`src/hdl/coefficient_compress_pack_unit_defines.svh`:
```
// Assertion macros shared by the coefficient compress and pack unit.
`ifndef COEFFICIENT_COMPRESS_PACK_UNIT_DEFINES_SVH
`define COEFFICIENT_COMPRESS_PACK_UNIT_DEFINES_SVH

// Check that cons holds in the same cycle as ante.
`define CCP_ASSERT_SAME(label, ante, cons) \
    label: assert property (@(posedge clk) disable iff (!rst_n) (ante) |-> (cons)) \
        else $error("ccp assertion failed");

// Check that cons holds in the cycle after ante.
`define CCP_ASSERT_NEXT(label, ante, cons) \
    label: assert property (@(posedge clk) disable iff (!rst_n) (ante) |=> (cons)) \
        else $error("ccp assertion failed");

`endif

```
`src/hdl/ccp_pkg.sv`:
```
// Package with shared constants, types and state codes of the compress and pack unit.
`timescale 1ns / 1ps
package ccp_pkg;

    localparam int COEFF_BITS = 12;
    localparam int MOD_BITS   = 13;
    localparam int D_BITS     = 4;
    localparam int DIV_W      = 2 * COEFF_BITS + 1;
    localparam int STEP_W     = $clog2(DIV_W);
    localparam int ACC_W      = 22;
    localparam int CNT_W      = 5;
    localparam int VAL_W      = 16;

    localparam logic REG_MODULUS = 1'b0;
    localparam logic REG_BITS    = 1'b1;

    typedef enum logic [1:0] {
        ST_IDLE,
        ST_DIV,
        ST_MERGE,
        ST_EMIT
    } state_t;

    typedef struct packed {
        logic load;
        logic div_step;
        logic merge;
        logic emit_byte;
        logic emit_flush;
        logic finish;
    } cmd_t;

    typedef struct packed {
        logic need_div;
        logic div_done;
        logic count_ge8;
        logic count_zero;
        logic last;
        logic out_free;
    } status_t;

endpackage

```
`src/hdl/ccp_datapath.sv`:
```
// Datapath: configuration, serial divider, bit accumulator and output register.
`timescale 1ns / 1ps
module ccp_datapath (
    input  logic                 clk,
    input  logic                 rst_n,
    input  logic                 cfg_we,
    input  logic                 cfg_index,
    input  logic [12:0]          cfg_data,
    input  logic [15:0]          s_tdata,
    input  logic                 s_tlast,
    output logic                 m_tvalid,
    input  logic                 m_tready,
    output logic [7:0]           m_tdata,
    output logic                 m_tlast,
    input  ccp_pkg::cmd_t        cmd,
    output ccp_pkg::status_t     status
);

    logic [ccp_pkg::MOD_BITS-1:0]   modulus_reg;
    logic [ccp_pkg::D_BITS-1:0]     bits_reg;
    logic [ccp_pkg::COEFF_BITS-1:0] x_reg;
    logic                           last_reg;
    logic                           need_div_reg;
    logic [ccp_pkg::DIV_W-1:0]      dividend_reg;
    logic [ccp_pkg::MOD_BITS-1:0]   rem_reg;
    logic [ccp_pkg::DIV_W-1:0]      quot_reg;
    logic [ccp_pkg::STEP_W-1:0]     step_reg;
    logic [ccp_pkg::ACC_W-1:0]      acc_reg;
    logic [ccp_pkg::ACC_W-1:0]      acc_next;
    logic [ccp_pkg::CNT_W-1:0]      count_reg;
    logic [ccp_pkg::CNT_W-1:0]      count_next;
    logic [7:0]                     out_data_reg;
    logic                           out_last_reg;
    logic                           out_valid_reg;

    logic [16:0]                    pow2;
    logic                           need_div_in;
    logic [ccp_pkg::DIV_W-1:0]      dividend_init;
    logic [ccp_pkg::MOD_BITS:0]     rem_shift;
    logic                           rem_ge;
    logic [ccp_pkg::VAL_W-1:0]      dmask;
    logic [ccp_pkg::VAL_W-1:0]      val;
    logic [6:0]                     pend;
    logic [ccp_pkg::CNT_W-1:0]      byte_shift;
    logic [7:0]                     byte_val;
    logic [7:0]                     flush_val;

    assign pow2          = 17'(1) << bits_reg;
    assign need_div_in   = pow2 < {4'b0, modulus_reg};
    assign dividend_init = ({13'b0, s_tdata[ccp_pkg::COEFF_BITS-1:0]} << bits_reg)
                         + ccp_pkg::DIV_W'(modulus_reg >> 1);

    assign rem_shift = {rem_reg, dividend_reg[ccp_pkg::DIV_W-1]};
    assign rem_ge    = rem_shift >= {1'b0, modulus_reg};

    assign dmask = ccp_pkg::VAL_W'(pow2 - 17'd1);
    assign val   = need_div_reg ? (quot_reg[ccp_pkg::VAL_W-1:0] & dmask)
                                : ({4'b0, x_reg} & dmask);

    assign pend       = acc_reg[6:0] & 7'((8'd1 << count_reg[2:0]) - 8'd1);
    assign byte_shift = count_reg - 5'd8;
    assign byte_val   = 8'(acc_reg >> byte_shift);
    assign flush_val  = {1'b0, pend} << (4'd8 - {1'b0, count_reg[2:0]});

    assign acc_next   = ccp_pkg::ACC_W'({15'b0, pend} << bits_reg) | {6'b0, val};
    assign count_next = count_reg + {1'b0, bits_reg};

    assign status.need_div   = need_div_in;
    assign status.div_done   = step_reg == ccp_pkg::STEP_W'(ccp_pkg::DIV_W - 1);
    assign status.count_ge8  = count_reg >= 5'd8;
    assign status.count_zero = count_reg == '0;
    assign status.last       = last_reg;
    assign status.out_free   = !out_valid_reg || m_tready;

    assign m_tvalid = out_valid_reg;
    assign m_tdata  = out_data_reg;
    assign m_tlast  = out_last_reg;

    always_ff @(posedge clk or negedge rst_n)
    begin
        if (!rst_n)
        begin
            modulus_reg   <= 13'd4096;
            bits_reg      <= 4'd12;
            acc_reg       <= '0;
            count_reg     <= '0;
            out_valid_reg <= 1'b0;
        end
        else
        begin
            if (cfg_we)
            begin
                unique case (cfg_index)
                    ccp_pkg::REG_MODULUS: modulus_reg <= cfg_data;
                    ccp_pkg::REG_BITS:    bits_reg    <= cfg_data[ccp_pkg::D_BITS-1:0];
                    default:              modulus_reg <= modulus_reg;
                endcase
            end
            if (cmd.merge)
            begin
                acc_reg   <= acc_next;
                count_reg <= count_next;
            end
            else if (cmd.emit_byte)
            begin
                count_reg <= byte_shift;
            end
            else if (cmd.emit_flush || (cmd.finish && last_reg))
            begin
                acc_reg   <= '0;
                count_reg <= '0;
            end
            if (cmd.emit_byte || cmd.emit_flush)
            begin
                out_valid_reg <= 1'b1;
            end
            else if (m_tready)
            begin
                out_valid_reg <= 1'b0;
            end
        end
    end

    always_ff @(posedge clk)
    begin
        if (cmd.load)
        begin
            x_reg        <= s_tdata[ccp_pkg::COEFF_BITS-1:0];
            last_reg     <= s_tlast;
            need_div_reg <= need_div_in;
            dividend_reg <= dividend_init;
            rem_reg      <= '0;
            quot_reg     <= '0;
            step_reg     <= '0;
        end
        else if (cmd.div_step)
        begin
            dividend_reg <= {dividend_reg[ccp_pkg::DIV_W-2:0], 1'b0};
            rem_reg      <= rem_ge ? ccp_pkg::MOD_BITS'(rem_shift - {1'b0, modulus_reg})
                                   : rem_shift[ccp_pkg::MOD_BITS-1:0];
            quot_reg     <= {quot_reg[ccp_pkg::DIV_W-2:0], rem_ge};
            step_reg     <= step_reg + 1'b1;
        end
        if (cmd.emit_byte)
        begin
            out_data_reg <= byte_val;
            out_last_reg <= last_reg && (count_reg == 5'd8);
        end
        else if (cmd.emit_flush)
        begin
            out_data_reg <= flush_val;
            out_last_reg <= 1'b1;
        end
    end

endmodule

```
`src/hdl/ccp_controller.sv`:
```
// Controller state machine that sequences load, divide, merge and byte emission.
`timescale 1ns / 1ps
`include "coefficient_compress_pack_unit_defines.svh"
module ccp_controller (
    input  logic                 clk,
    input  logic                 rst_n,
    input  logic                 s_tvalid,
    output logic                 s_tready,
    input  ccp_pkg::status_t     status,
    output ccp_pkg::cmd_t        cmd
);

    ccp_pkg::state_t state_reg;
    ccp_pkg::state_t state_next;

    always_ff @(posedge clk or negedge rst_n)
    begin
        if (!rst_n)
        begin
            state_reg <= ccp_pkg::ST_IDLE;
        end
        else
        begin
            state_reg <= state_next;
        end
    end

    always_comb
    begin
        state_next = state_reg;
        cmd        = '0;
        s_tready   = 1'b0;
        unique case (state_reg)
            ccp_pkg::ST_IDLE:
            begin
                s_tready = 1'b1;
                if (s_tvalid)
                begin
                    cmd.load   = 1'b1;
                    state_next = status.need_div ? ccp_pkg::ST_DIV : ccp_pkg::ST_MERGE;
                end
            end
            ccp_pkg::ST_DIV:
            begin
                cmd.div_step = 1'b1;
                if (status.div_done)
                begin
                    state_next = ccp_pkg::ST_MERGE;
                end
            end
            ccp_pkg::ST_MERGE:
            begin
                cmd.merge  = 1'b1;
                state_next = ccp_pkg::ST_EMIT;
            end
            ccp_pkg::ST_EMIT:
            begin
                priority if (status.count_ge8)
                begin
                    cmd.emit_byte = status.out_free;
                end
                else if (status.last && !status.count_zero)
                begin
                    if (status.out_free)
                    begin
                        cmd.emit_flush = 1'b1;
                        state_next     = ccp_pkg::ST_IDLE;
                    end
                end
                else
                begin
                    cmd.finish = 1'b1;
                    state_next = ccp_pkg::ST_IDLE;
                end
            end
            default:
            begin
                state_next = ccp_pkg::ST_IDLE;
            end
        endcase
    end

    `CCP_ASSERT_SAME(a_emit_needs_slot, cmd.emit_byte || cmd.emit_flush, status.out_free)
    `CCP_ASSERT_NEXT(a_accept_blocks, s_tvalid && s_tready, !s_tready)
    `CCP_ASSERT_NEXT(a_flush_ends_item, cmd.emit_flush, s_tready)
    `CCP_ASSERT_SAME(a_flush_only_last, cmd.emit_flush, status.last && !status.count_ge8)

endmodule

```
`src/hdl/coefficient_compress_pack_unit.sv`:
```
// Top level of the coefficient compress and bit pack unit.
//
//   Channel   Direction  Payload
//   s_*       in         tdata[11:0] coefficient, tlast last_coefficient
//   m_*       out        tdata[7:0] packed_byte, tlast last_byte
//   cfg_*     in         index 0 modulus, index 1 bits_per_coefficient
//
// One coefficient at a time. Accept loads the coefficient; when 2^bits is below
// the modulus, a division by the modulus follows (one quotient bit per cycle in the
// serial divider), then merge, then one emit step per full output byte (0 to 2) and
// a closing step that sends the flush byte for a last coefficient with bits left.
// A stalled output holds the emit step until the output register frees.
// Reset clears the bit accumulator and sets modulus 4096, width 12.
`timescale 1ns / 1ps
module coefficient_compress_pack_unit (
    input  logic        clk,
    input  logic        rst_n,
    input  logic        cfg_we,
    input  logic        cfg_index,
    input  logic [12:0] cfg_data,
    input  logic        s_tvalid,
    output logic        s_tready,
    input  logic [15:0] s_tdata,   // [11:0] coefficient, [15:12] zero
    input  logic        s_tlast,
    output logic        m_tvalid,
    input  logic        m_tready,
    output logic [7:0]  m_tdata,   // [7:0] packed_byte
    output logic        m_tlast
);

    ccp_pkg::cmd_t    cmd;
    ccp_pkg::status_t status;

    ccp_controller u_ctrl (
        .clk      (clk),
        .rst_n    (rst_n),
        .s_tvalid (s_tvalid),
        .s_tready (s_tready),
        .status   (status),
        .cmd      (cmd)
    );

    ccp_datapath u_dp (
        .clk       (clk),
        .rst_n     (rst_n),
        .cfg_we    (cfg_we),
        .cfg_index (cfg_index),
        .cfg_data  (cfg_data),
        .s_tdata   (s_tdata),
        .s_tlast   (s_tlast),
        .m_tvalid  (m_tvalid),
        .m_tready  (m_tready),
        .m_tdata   (m_tdata),
        .m_tlast   (m_tlast),
        .cmd       (cmd),
        .status    (status)
    );

endmodule
```
`config.mk`:
```
export PLATFORM = sky130hd
export DESIGN_NAME = coefficient_compress_pack_unit
export DESIGN_NICKNAME = d
export VERILOG_FILES = /design/src/hdl/ccp_pkg.sv /design/src/hdl/ccp_datapath.sv /design/src/hdl/ccp_controller.sv /design/src/hdl/coefficient_compress_pack_unit.sv
export VERILOG_INCLUDE_DIRS = /design/src /design/src/hdl
export SDC_FILE = /design/constraint.sdc
export NUM_CORES = 1
export LEC_CHECK = 0
export CAP_MARGIN = 20
export CORE_MARGIN = 2
export CORE_UTILIZATION = 60
export CTS_BUF_LIST = sky130_fd_sc_hd__clkbuf_8
export CTS_CLUSTER_SIZE = 12
export DETAILED_ROUTE_END_ITERATION = 10
export DONT_BUFFER_PORTS = 1
export GPL_TIMING_DRIVEN = 1
export MAX_ROUTING_LAYER = met4
export PLACE_DENSITY = 0.88
export SYNTH_ARGS = -nofsm -noshare
export SYNTH_HDL_FRONTEND = slang
export SYNTH_SLANG_ARGS = --single-unit
```
`constraint.sdc`:
```
create_clock -name clk -period 8.35 [get_ports clk]
set_input_delay 0.4175 -clock clk [delete_from_list [all_inputs] [get_ports clk]]
set_output_delay 0.4175 -clock clk [all_outputs]
set_load 0.05 [all_outputs]
```
==> results of run 1 <==
-- final timing paths --
check	slack, ns	end	cells after the start	start
max	3.59	u_dp.dividend_reg[14]	12	u_dp.bits_reg[1]
max reg2reg	3.59	u_dp.dividend_reg[14]	12	u_dp.bits_reg[1]
min in group asynchronous	0.50	u_dp.acc_reg[1]	2	rst_n
min reg2reg	0.51	u_dp.rem_reg[10]	2	u_dp.rem_reg[10]
min	0.02	u_dp.x_reg[4]	0	s_tdata[4]
max in group asynchronous	7.56	u_dp.modulus_reg[12]	2	rst_n
-- power breakdown --
group / leakage, nW / internal (mW) / switching (mW)
Sequential: 1.32 / 0.919 / 0.228
Clock: 0.230 / 0.355 / 0.271
Combinational: 2.64 / 0.823 / 1.20
-- through the flow --
step	cell area, µm²	util, %	hold slack, ns
detailed placement	9797	61.67	0.1273
floorplan	9722	-	0.1219
finish	10310	64.90	0.02377
CTS	10290	64.76	0.01525
global route	10310	64.90	0.006184
global placement	9797	61.67	0.1275
-- cell type report --
cell class | count | share of cell area [%]
Multi-Input combinational cell | 857 | 58.57
Inverter | 35 | 1.274
Timing Repair Buffer | 14 | 1.311
Clock buffer | 17 | 2.269
Clock inverter | 15 | 2.124
Sequential cell | 128 | 31.83
Tap cell | 216 | 2.621
-- synth_stat cells (all sizes together) (10+ instances only) --
master	instances	area, µm²
a211oi	23	172.7
a21o	16	120.1
a21oi	64	320.3
a22o	12	105.1
a31oi	15	93.84
buf	24	105.1
clkbuf	46	173.9
dfrtp	44	1101
dfxtp	33	660.6
edfxtp	48	1441
ha	55	688.2
inv	32	120.1
mux2	24	270.3
mux2i	64	640.6
mux4	15	337.8
nand2	108	405.4
nand2b	10	62.56
nand3	24	125.1
nor2	104	390.4
nor2b	17	106.4
nor3	21	105.1
o211ai	15	112.6
o21ai	85	425.4
xnor2	18	157.7
xor2	13	113.9
-- critical path: stages, from the launching register on --
cell and delay, ns:
dfrtp_1 0.88, buf_4 0.42, mux2i_1 0.52, mux4_2 0.43, o22ai_1 0.13, ha_1 0.43
a2111oi_0 0.74, nand2_1 0.10, a21oi_1 0.21, or2_2 0.23, nor3_1 0.08, xor2_1 0.15
o221ai_1 0.14
-- layer usage --
metal | part of all wire, % | track usage, % | vias up
li1 | - | - | 4004
met2 | 49 | 49.62 | 432
met1 | 40 | 37.16 | 4061
met4 | 3.4 | 12.26 | 0
met3 | 8.1 | 6.559 | 72
met5 | 0 | - | -
-- logic make-up after synthesis --
logic type	count (synthesis)
XOR/XNOR	31
flip-flops	128
multiplexers	103
AND/OR/NAND/NOR	346
buffers and inverters	105
adder cells (fa/ha/maj)	58
AO/OA/AOI/OAI	319
==> impl_metrics.py, run 1 <==
metrics = {
    "run_status": {
        "status": "finished, final reports clean",
    },
    "final_layout": {
        "largest_reg_flops": 25,
        "syn_to_final_growth_pct": 6.049,
        "drive_gt1_share_pct": 9.381,
        "final_common_cell": "nand2_1",
        "antennaDiodeCount": 0,
        "final_cell_mix": "nand2_1, nor2_1, o21ai_0, a21oi_1, mux2i_1",
        "multi_input_area_um2": 6038,
        "nNetsFinal": 1147,
        "num-fill-cells": 1283,
        "seq_area_um2": 3282,
        "final_cell_count_no_fill": 1282,
    },
    "clock_network": {
        "cts.sinks": 128,
        "cts_resized": 0,
        "clk_latency_ns": 0.48,
        "root_buffer": "clkbuf_8",
        "tritoncts": "built",
        "cts_hold_buf": 2,
        "h-tree-depth": 4,
        "clockBufferDepth": 2,
        "post_cts_buffers": 0,
        "clk_pin_slew_ns": 0.09,
        "cts_buffers": 17,
    },
    "floorplanning": {
        "rows": 46,
        "ios": 47,
        "core-area_um2": 15890,
        "die_area_um2": 17240,
        "die_x_um": 131.3,
        "die_y_um": 131.3,
        "floorplan.initialDensity_pct": 61.20,
    },
    "pwr": {
        "p_total_mw": 3.797,
        "peakVddDrop_uv": 277.4,
        "powerDensity_nw_per_um2": 368.3,
        "p_leak_nw": 4.190,
    },
    "global_route": {
        "grt.overflow.total": 0,
        "grt_pass1_vias": 8169,
        "gr-usage-all-layers_pct": 30.48,
        "grt_max_degree": 59,
        "grt_first_pass_wirelength_mm": 41.55,
        "antenna_found_initial": 0,
    },
    "synth": {
        "synth_compound_area_share_pct": 21.94,
        "synth_top_family_by_area": "compound AO/OA/AOI/OAI gates",
        "synthXorXnorAreaFrac_pct": 2.793,
        "yosysSeqAreaShare_pct": 33.76,
        "netlist_instances": 1090,
        "syn-cell-area_um2": 9722,
        "synth_seq_cells": 128,
        "synth_flop_cell": "edfxtp_1",
        "yosysUniqueCellTypes": 76,
        "synth-edff-count": 48,
        "syn_avg_cell_area_um2": 8.919,
        "yosysWarnings": 0,
        "muxShareOfSynthArea_pct": 12.84,
        "synth_fa_ha_area_share_pct": 7.696,
        "async_flop_share_pct": 36.72,
        "postSynthNetCount": 1184,
        "yosys.area_share.simple_pct": 16.74,
    },
    "route": {
        "vias": 8569,
        "ant_nets": 0,
        "wl_mm": 25.39,
        "routed_via_density": 6.684,
        "drtIter0Drc": 829,
        "drc": 0,
        "wl_per_cell_um": 19.80,
        "firstDrtPassIters": 6,
    },
    "place": {
        "dp_cells": 1246,
        "gp_congestion": 0.9549,
        "pre_cts_slack_ns": 3.728,
        "dp_hpwl_mm": 17.97,
        "io_buffers": 0,
    },
    "sta": {
        "tns_ns": 0,
        "setup_viol": 0,
        "period_needed_ns": 4.755,
        "min_period_over_period_pct": 56.95,
        "hold_violations": 0,
        "tightest_slew_ns": 1.023,
        "setup_slack_ns": 3.595,
        "slew_violations": 0,
        "clock_skew_ns": 0.02110,
        "fmax_mhz": 210.3,
        "rsz0062_at_grt": "false",
        "slew_headroom_pct": 31.82,
    },
    "setup_path": {
        "critical_path.startpoint_type": "register",
        "cp_max_fo": 22,
        "criticalPathCategory": "register to register",
        "crit_required_ns": 8.54,
        "cp_data_arrival_time_ns": 4.95,
        "end_kind": "register",
    },
    "run": {
        "drv_cap": 0,
    },
    "min_path": {
        "holdCritPathClass": "primary input to register",
    },
}
(Power assumes the default switching activity.)
==> inputs of run 2 (changes only) <==
--- a/config.mk
+++ b/config.mk
@@ -15,7 +15,7 @@
 export DONT_BUFFER_PORTS = 1
 export GPL_TIMING_DRIVEN = 1
 export MAX_ROUTING_LAYER = met4
-export PLACE_DENSITY = 0.88
+export PLACE_DENSITY = 0.91
 export SYNTH_ARGS = -nofsm -noshare
 export SYNTH_HDL_FRONTEND = slang
 export SYNTH_SLANG_ARGS = --single-unit
==> constraint.sdc (replaced) <==
create_clock -name clk -period 4.2 [get_ports clk]
set_input_delay 0.21 -clock clk [delete_from_list [all_inputs] [get_ports clk]]
set_output_delay 0.21 -clock clk [all_outputs]
set_load 0.05 [all_outputs]
==> impl_metrics.py, run 2 (synthesized netlist as in run 1, its figures left out) <==
metrics = {
    "pwr": {
        "p_seq_share_pct": 30.0,
        "intPower_mw": 4.078,
        "peakVddDrop_uv": 670.3,
        "combPwrFrac_pct": 55.2,
        "power.switching_mw": 3.459,
        "p_total_mw": 7.538,
        "p_clk_share_pct": 14.8,
        "p_sw_share_pct": 45.90,
        "p_leak_nw": 4.364,
        "powerDensity_nw_per_um2": 705.7,
    },
    "route": {
        "firstDrtPassIters": 6,
        "routed_via_density": 6.754,
        "ant_nets": 0,
        "vias": 8969,
        "drtIter0Drc": 996,
        "wl_per_cell_um": 20.51,
        "drc": 0,
        "wl_mm": 27.23,
    },
    "global_route": {
        "grt_first_pass_wirelength_mm": 43.50,
        "antenna_found_initial": 0,
        "grt_max_degree": 48,
        "grt_pass1_vias": 8584,
        "grt.overflow.total": 0,
        "gr-usage-all-layers_pct": 32.34,
    },
    "floorplanning": {
        "die_x_um": 131.3,
        "floorplan.initialDensity_pct": 61.20,
        "ios": 47,
        "rows": 46,
        "die_area_um2": 17240,
        "die_y_um": 131.3,
        "core-area_um2": 15890,
    },
    "sta": {
        "tightest_slew_ns": 1.010,
        "period_needed_ns": 4.021,
        "tns_ns": 0,
        "setup_viol": 0,
        "fmax_mhz": 248.7,
        "slew_violations": 0,
        "min_period_over_period_pct": 95.75,
        "clock_skew_ns": 0.02086,
        "slew_headroom_pct": 32.67,
        "hold_violations": 0,
    },
    "final_layout": {
        "final_cell_count_no_fill": 1328,
        "final_cell_mix": "nand2_1, nor2_1, o21ai_0, a21oi_1, mux2i_1",
        "syn_to_final_growth_pct": 9.871,
        "drive_gt1_share_pct": 11.06,
        "nNetsFinal": 1193,
        "postLayoutCellArea_um2": 10680,
        "final_common_cell": "nand2_1",
        "antennaDiodeCount": 0,
        "largest_reg_flops": 25,
    },
    "run": {
        "drv_cap": 0,
    },
    "clock_network": {
        "clk_pin_slew_ns": 0.08,
        "clockBufferDepth": 2,
        "clk_latency_ns": 0.47,
        "root_buffer": "clkbuf_8",
        "cts.sinks": 128,
        "tritoncts": "built",
        "cts_buffers": 17,
        "h-tree-depth": 4,
    },
    "place": {
        "dp_cells": 1262,
        "gp_congestion": 0.9678,
        "place_area_um2": 9920,
        "dp_hpwl_mm": 18.68,
        "io_buffers": 0,
    },
    "setup_path": {
        "crit_required_ns": 4.39,
        "cp_max_fo": 21,
        "end_kind": "register",
        "cp_data_arrival_time_ns": 4.21,
        "criticalPathCategory": "register to register",
        "critical_path.startpoint_type": "register",
    },
    "min_path": {
        "holdCritPathClass": "primary input to register",
    },
    "run_status": {
        "status": "finished, final reports clean",
    },
}
## run 2: changes by cell type in the layout (fill, tap and decap cells not counted), moves of 2 or more
| cell | delta |
|---|---|
| dlygate4sd3_1 | +27 |
| bufinv_16 | -3 |
| inv_6 | +3 |
| a2111oi_1 | +2 |
| a2111oi_0 | -2 |
| buf_4 | +21 |
| buf_6 | -2 |
## run 2: metal layers
metal  wire length, µm  global-route usage [%]  vias up
met3              2181                   7.369      116
met1             10460                   36.93     4259
met4              1380                   16.67        0
met2             13220                   53.51      487
met5                 0                       -        -
li1                  -                       -     4107
## run 2: worst paths after layout
path | from | slack [ns] | cells past startpoint | to
max | u_dp.bits_reg[1] | 0.18 | 13 | u_dp.dividend_reg[14]
min | s_tvalid | 0.05 | 1 | u_dp.dividend_reg[0]
max reg2reg | u_dp.bits_reg[1] | 0.18 | 13 | u_dp.dividend_reg[14]
min reg2reg | u_dp.rem_reg[6] | 0.50 | 2 | u_dp.rem_reg[6]
max in group asynchronous | rst_n | 3.63 | 2 | u_dp.bits_reg[2]
min in group asynchronous | rst_n | 0.27 | 2 | u_dp.modulus_reg[10]
## run 2: area by class of cell
class / instances / area, µm²
clock buffers: 18 / 247.7
clock inverters: 14 / 152.6
repair buffers: 60 / 540.5
inverters: 35 / 135.1
well taps: 216 / 270.3
multi-input cells: 857 / 6053
flip-flops and latches: 128 / 3282
fillers: 1186 / 5204
## run 2: critical path, stage by stage, from the launching register on
cell and delay (ns):
dfrtp_1 0.54, buf_4 0.35, mux2i_1 0.36, nor2_1 0.11, a31oi_2 0.32, nor2_1 0.08, ha_1 0.37, a211oi_1 0.11
o21ai_0 0.35, a21oi_1 0.18, or2_2 0.39, nor3_1 0.24, xor2_1 0.19, o221ai_1 0.14
## run 2: metrics by stage
stage | hold WS [ns] | setup slack [ns] | utilization, %
global route | 0.02505 | -0.07804 | 67.24
detailed placement | -0.08016 | 0.2617 | 62.44
floorplan | -0.08559 | 0.5438 | -
CTS | 0.01868 | 0.2273 | 66.90
global placement | -0.08219 | 0.3849 | 62.44
finish | 0.04997 | 0.1787 | 67.24
## run 2: power groups by stage
| stage | logic, mW | clock network [mW] | registers (mW) |
|---|---|---|---|
| after floorplan | 3.21 | 0 | 2.13 |
| after global placement | 3.86 | 0 | 2.25 |
| after detailed placement | 3.97 | 0 | 2.27 |
| after CTS | 4.04 | 1.11 | 2.25 |
| after global routing | 4.54 | 1.16 | 2.31 |
| final | 4.16 | 1.12 | 2.26 |
## run 2: repair_timing
action / 4_1_cts / 5_1_grt
buffers inserted: 0 / 5
endpoints found under the hold margin: 77 / 0
resized for setup: 0 / 5
hold buffers: 29 / 0
endpoints found under the setup margin: 0 / 11
